`config.mk`:
```
export PLATFORM = sky130hd
export DESIGN_NAME = bis_fifo
export DESIGN_NICKNAME = d
export VERILOG_FILES = /design/src/sv/bis_fifo.sv
export SDC_FILE = /design/constraint.sdc
export NUM_CORES = 1
export LEC_CHECK = 0
export ABC_AREA = 0
export BUFFER_PORTS_ARGS = -buffer_cell sky130_fd_sc_hd__buf_2
export CAP_MARGIN = 20
export CORE_ASPECT_RATIO = 1.1
export CORE_MARGIN = 3
export CORE_UTILIZATION = 55
export CTS_CLUSTER_SIZE = 24
export DETAILED_ROUTE_END_ITERATION = 10
export GPL_ROUTABILITY_DRIVEN = 0
export GPL_TIMING_DRIVEN = 1
export PLACE_DENSITY = 0.8
export SYNTH_ARGS = -nofsm -noshare
export SYNTH_HDL_FRONTEND = slang
export SYNTH_SLANG_ARGS = --single-unit
```
`constraint.sdc`:
```
create_clock -name clock -period 2.64 [get_ports clock]
set_input_delay 0.264 -clock clock [delete_from_list [all_inputs] [get_ports clock]]
set_output_delay 0.264 -clock clock [all_outputs]
set_load 0.1 [all_outputs]
```
`src/sv/bis_fifo.sv`:
```
`default_nettype none

module bis_fifo #(
   parameter int WIDTH = 8,
   parameter int DEPTH = 4
) (
   input  wire logic             clock,
   input  wire logic             reset,
   input  wire logic             push_i,
   input  wire logic [WIDTH-1:0] data_i,
   input  wire logic             pop_i,
   output logic      [WIDTH-1:0] data_o,
   output logic                  empty_o,
   output logic                  full_o
);

   localparam int PTR_W = $clog2(DEPTH);
   localparam int CNT_W = $clog2(DEPTH + 1);

   logic [WIDTH-1:0] slot_ff [DEPTH];
   logic [PTR_W-1:0] wr_ptr_ff, wr_ptr_in, rd_ptr_ff, rd_ptr_in;
   logic [CNT_W-1:0] count_ff, count_in;
   logic             do_push, do_pop;

   assign empty_o = (count_ff == '0);
   assign full_o  = (count_ff == CNT_W'(DEPTH));
   assign do_push = push_i && !full_o;
   assign do_pop  = pop_i && !empty_o;
   assign data_o  = slot_ff[rd_ptr_ff];

   always_comb begin
      wr_ptr_in = wr_ptr_ff;
      rd_ptr_in = rd_ptr_ff;
      count_in  = count_ff;
      if (do_push) begin
         wr_ptr_in = (wr_ptr_ff == PTR_W'(DEPTH - 1)) ? '0 : wr_ptr_ff + PTR_W'(1);
      end
      if (do_pop) begin
         rd_ptr_in = (rd_ptr_ff == PTR_W'(DEPTH - 1)) ? '0 : rd_ptr_ff + PTR_W'(1);
      end
      if (do_push && !do_pop) begin
         count_in = count_ff + CNT_W'(1);
      end else if (!do_push && do_pop) begin
         count_in = count_ff - CNT_W'(1);
      end
   end

   always_ff @(posedge clock) begin
      if (reset) begin
         wr_ptr_ff <= '0;
         rd_ptr_ff <= '0;
         count_ff  <= '0;
      end else begin
         wr_ptr_ff <= wr_ptr_in;
         rd_ptr_ff <= rd_ptr_in;
         count_ff  <= count_in;
      end
   end

   always_ff @(posedge clock) begin
      if (do_push) begin
         slot_ff[wr_ptr_ff] <= data_i;
      end
   end

`ifndef ASSERT_OFF
   a_no_overflow: assert property (@(posedge clock) disable iff (reset)
      push_i |-> !full_o)
      else $error("queue push while full");
   a_count_ptrs: assert property (@(posedge clock) disable iff (reset)
      (do_push && !do_pop) |=> (count_ff == $past(count_ff) + CNT_W'(1)))
      else $error("queue count out of step");
`endif

endmodule

`default_nettype wire

```
* Word-level counts from Yosys, hierarchy flattened
Memories as Yosys holds them, arrays and structs flattened. A register that Yosys moved wholly into a read port is not among the register bits.
Cells that the tools add are included.
** Word-level totals
- Input port bits :: 12
- Word-level logic and storage cells :: 29
- Register bits :: 7
- Memories :: 1
- RAM bits :: 32
** Memories
- slot_ff :: words 4, width 8, rd ports 1, clocked after memory_dff 1, write ports 1, RTL line 20 : logic [WIDTH-1:0] slot_ff [DEPTH];
** Cells by class
- Add/sub/neg operators :: 4
- Equality and inequality tests :: 3
- Muxes and demuxes :: 8
- Reduce and logical (&&, ||, !) cells :: 10
** Operators by type and width (number)
- two-way mux 2 bit :: 4
- two-way mux 3 bit :: 2
- adder 2 x 1 -> 2 bit, second input constant :: 2
- equality test 2 bit, second input constant :: 2
- logical AND 1 bit :: 4
- zero test 1 bit :: 4
- adder 3 x 1 -> 3 bit, second input constant :: 1
- equality test 3 bit, second input constant :: 1
- zero test 3 bit :: 1
- subtractor 3 x 1 -> 3 bit, second input constant :: 1
- two-way mux 1 bit :: 2
- nonzero test 2 bit :: 1

* Longest topological paths before layout
- Depth in word-level cells :: 7
- Depth in mapped cells :: 10
- Mapped depth without buffers :: 9

* Worst setup path after synthesis
Ideal clock, no wire load.
- Path type :: register to output
- Start point :: register count_ff[0]
- End point :: output empty_o
- Setup slack :: -0.063 ns
- Stages on the path, launching flop included :: 2
- Required time :: 2.376 ns
- Path buffers :: 0
- Arrival time :: 2.439 ns
- Cells stage by stage :: dfxtp_1 > nor3_1
** On the way
- Cells in the longest elaborated chain, start to end :: 1
** Ends and longest elaborated chain
- start: declaration :: RTL line 22 : logic [CNT_W-1:0] count_ff, count_in;
- start signal: assignment :: RTL line 56 : count_ff <= count_in;
- zero test 3 bit :: RTL line 25 : assign empty_o = (count_ff == '0);
- end: declaration :: RTL line 13 : output logic empty_o,
No other way between the ends.

* Final worst setup path
- Start point :: register count_ff[0]
- End point :: register count_ff[2]
** On the way
- Cells in the longest elaborated chain, start to end :: 6
- Elaborated cells between the ends (all ways) :: 15
** Ends and longest elaborated chain
- equality test 3 bit * :: RTL line 26 : assign full_o = (count_ff == CNT_W'(DEPTH));
- zero test 1 bit * :: RTL line 27 : assign do_push = push_i && !full_o;
- logical AND 1 bit * :: RTL line 27
- named net do_push :: RTL line 23 : logic do_push, do_pop;
- zero test 1 bit :: RTL line 43 : end else if (!do_push && do_pop) begin
- logical AND 1 bit :: RTL line 43
- nonzero test 2 bit (no line)
Mark *: on every way through the listed nets, which the timed path passes. The rest lies on a longest branch. The select of a mux whose other input is x is not followed.
A chain may end at the register's enable or synchronous reset.

==> impl_results.md <==
* Critical Path RT at 2.92 ns
* Clock Path Buffers at 2
* Total global-route track usage at 0.145
* # Max-Cap Violations at 0
* Clk slew on worst S/H paths at 0.11 ns
* Status: complete, no violations
* TritonCTS Sinks at 41
* F_max at 421 MHz
* Maximum VDD drop at 0.729 mV
* Global-route wire length before repair at 3840 µm
* Slew margin rel. at 0.650
* Post-Syn Area at 1650 µm²
* Post-synthesis average cell area at 17.9 µm²
* Core Area at 2800 µm²
* DRC Markers at 0
* Post-cts resize count at 0
* Clock latency on the worst-skew pair at 0.33 ns
* RSZ-0062 raised after global routing: false
* Non-Filler Instances at 150
* Post-CTS setup buffer count at 0
* Die Height at 63.4 µm
* Synth Area in Compound Gates at 0.0304
* PD cells at 1090 nW/µm²
* Critical-path maximum fanout at 7
* Ant diodes at 0
* Vias/cell at 5.50
* H-tree Lvls at 2
* Multi-input logic area at 462 µm²
* Fin. max-slew vios at 0
* Final Hold Viols at 0
* Seq cells post-synth at 41
* Post-route minimum period at 2.37 ns
* Fin crit share at 0.899
* Worst slew pin tran at 0.524 ns
* P_leak at 0.674 nW
* Largest net degree at the start of global routing at 12
* Number of DRC markers in iteration 0 at 26
* Crit path DAT at 2.65 ns
* Largest family of logic cells by synthesized area: multiplexers
* Hold Buf Count CTS at 0
* CTS buffer count at 5
* Antenna violations before repair at 0
* Row cnt at 20
* Cells after synthesis at 92
* Simple-Gate Fraction of Synth Area at 0.0570
* Synth unique cells at 26
* Filler instances at 215
* Register area at 1140 µm²
* Net count after synthesis at 111
* Final worst slack at 0.266 ns
* Reg2Reg Setup Slack at 0.27 ns
* Die boundary width at 58.2 µm
* Seq/Total Area, Yosys at 0.694
* Final setup viols at 0
* CTS tree: done
* CP startpoint kind: flop
* Xor-xnor portion of the synthesized cell area at 0.0106
* Mux contribution to synthesized area at 0.122
* Critical Setup Path Class: flop to flop
* TNS Setup at 0 ns
* Routed len/inst at 15.5 µm
* Die ar. at 3680 µm²
* Root Driver: clkbuf_4
* Detail Placement HPWL at 1680 µm
* DRT antenna net count at 0
* Adder-Cell Fraction of Synth Area at 0.0578
* DR vias at 825
* Hold Path Class: input pin to flop
* First drt pass iteration count at 4
* Nets@finish at 135
* Setup Slack @ Placement at 0.246 ns
* Final wirelength at 2320 µm
* Layout cells sized above 1 at 0.376
* Setup crit end kind: flop
* Area growth syn-to-layout at 10.7%
* Port Buffers at 21
* GRT overflow at 0
* Vias in the first global route at 826
* Clock Skew at 0.00793 ns
* Ports at 22
* Placed cells at 142
* Initial core utilization at 0.587
* Synthesis Warnings at 0
cells by family after synthesis:
logic type,after synthesis
DFF,41
and+or+nand+nor,16
muxes,10
buffers and inverters,9
AOI/OAI and AO/OA,7
adders and majority gates,7
xor gates and xnor gates,2
synthesized netlist by cell type:
cell type  number  share of area
a21oi_1         3         0.0091
dfxtp_1         9           0.11
buf_2           1         0.0030
edfxtp_1       32           0.58
mux2i_1         2          0.012
fa_1            1          0.012
or3_1           1         0.0038
or3_2           1         0.0046
nor3_1          2         0.0061
o21ai_1         1         0.0030
o31ai_2         2          0.015
xor2_1          2          0.011
buf_1           1         0.0023
nor2_1          3         0.0068
clkbuf_1        1         0.0023
or3b_1          1         0.0053
mux4_2          8           0.11
nor2_2          1         0.0038
buf_6           1         0.0068
inv_1           4         0.0091
ha_1            6          0.046
o21ai_0         1         0.0030
nand3_1         2         0.0061
and3_2          4          0.018
clkinv_4        1         0.0053
nand2_1         1         0.0023
routing by layer:
layer  up-vias  wire (µm)  GRT usage
li1        400          -          -
met1       401        956      0.175
met2        20       1200      0.227
met3         4        126     0.0574
met4         0         39     0.0609
met5         -          0          0
layout by cell type (no fill, tap or decap):
master / count
o21ai_0: 1
mux4_2: 8
nor3_1: 1
a21oi_1: 3
ha_1: 6
nor2_2: 1
and3_2: 4
nor3_2: 1
nand3_1: 2
nand2_1: 1
or3b_1: 1
or3_2: 1
fa_1: 1
clkbuf_1: 3
buf_2: 21
clkbuf_4: 5
nor2_1: 3
inv_1: 4
clkinv_4: 1
dfxtp_1: 9
xor2_1: 2
o31ai_2: 2
edfxtp_1: 32
mux2i_1: 2
or3_1: 1
o21ai_1: 1
worst max-delay path: stages, from the launching register on:
cell and delay (ns):
dfxtp_1 0.48, or3b_1 0.31, clkinv_4 0.08, nor2_2 0.13, ha_1 0.19, inv_1 0.06
fa_1 0.37, xor2_1 0.15, or3_2 0.40, a21oi_1 0.14
flip-flops by register name, indices dropped and copies added (netlist names), named ones only:
name	count
slot_ff	32
count_ff	3
rd_ptr_ff	2
wr_ptr_ff	2
per-stage QoR:
step | total power [W] | hold WS, ns | area (µm²) | util
floorplan | 0.00162 | 0.363 | 1650 | -
global placement | 0.00171 | 0.474 | 1770 | 0.633
detailed placement | 0.00173 | 0.484 | 1770 | 0.633
CTS | 0.00202 | 0.119 | 1820 | 0.650
global route | 0.00209 | 0.107 | 1820 | 0.650
finish | 0.00199 | 0.136 | 1820 | 0.650
cell type report:
cell class                 instances  share of cell area
inverter                           5              0.0130
tap                               33              0.0227
sequential                        41               0.626
clock buffer                       8              0.0268
multi-input combinational         42               0.253
timing repair buffer              21              0.0577
power breakdown:
group	switching, W	total [W]	internal, W
combinational	0.000631	0.000842	0.000211
sequential	0.0000788	0.000865	0.000787
clock	0.000175	0.000281	0.000106
final timing paths:
path                                    to  depth (start not counted)                 startpoint
setup / recovery  count_ff[2]$_SDFFE_PP0P_                          9   count_ff[0]$_SDFFE_PP0P_
setup reg to reg  count_ff[2]$_SDFFE_PP0P_                          9   count_ff[0]$_SDFFE_PP0P_
hold / removal     slot_ff[2][5]$_DFFE_PP_                          1                  data_i[5]
hold reg to reg                       flop                          2  rd_ptr_ff[0]$_SDFFE_PP0P_
No activity file was read; power rests on OpenSTA's default activity.
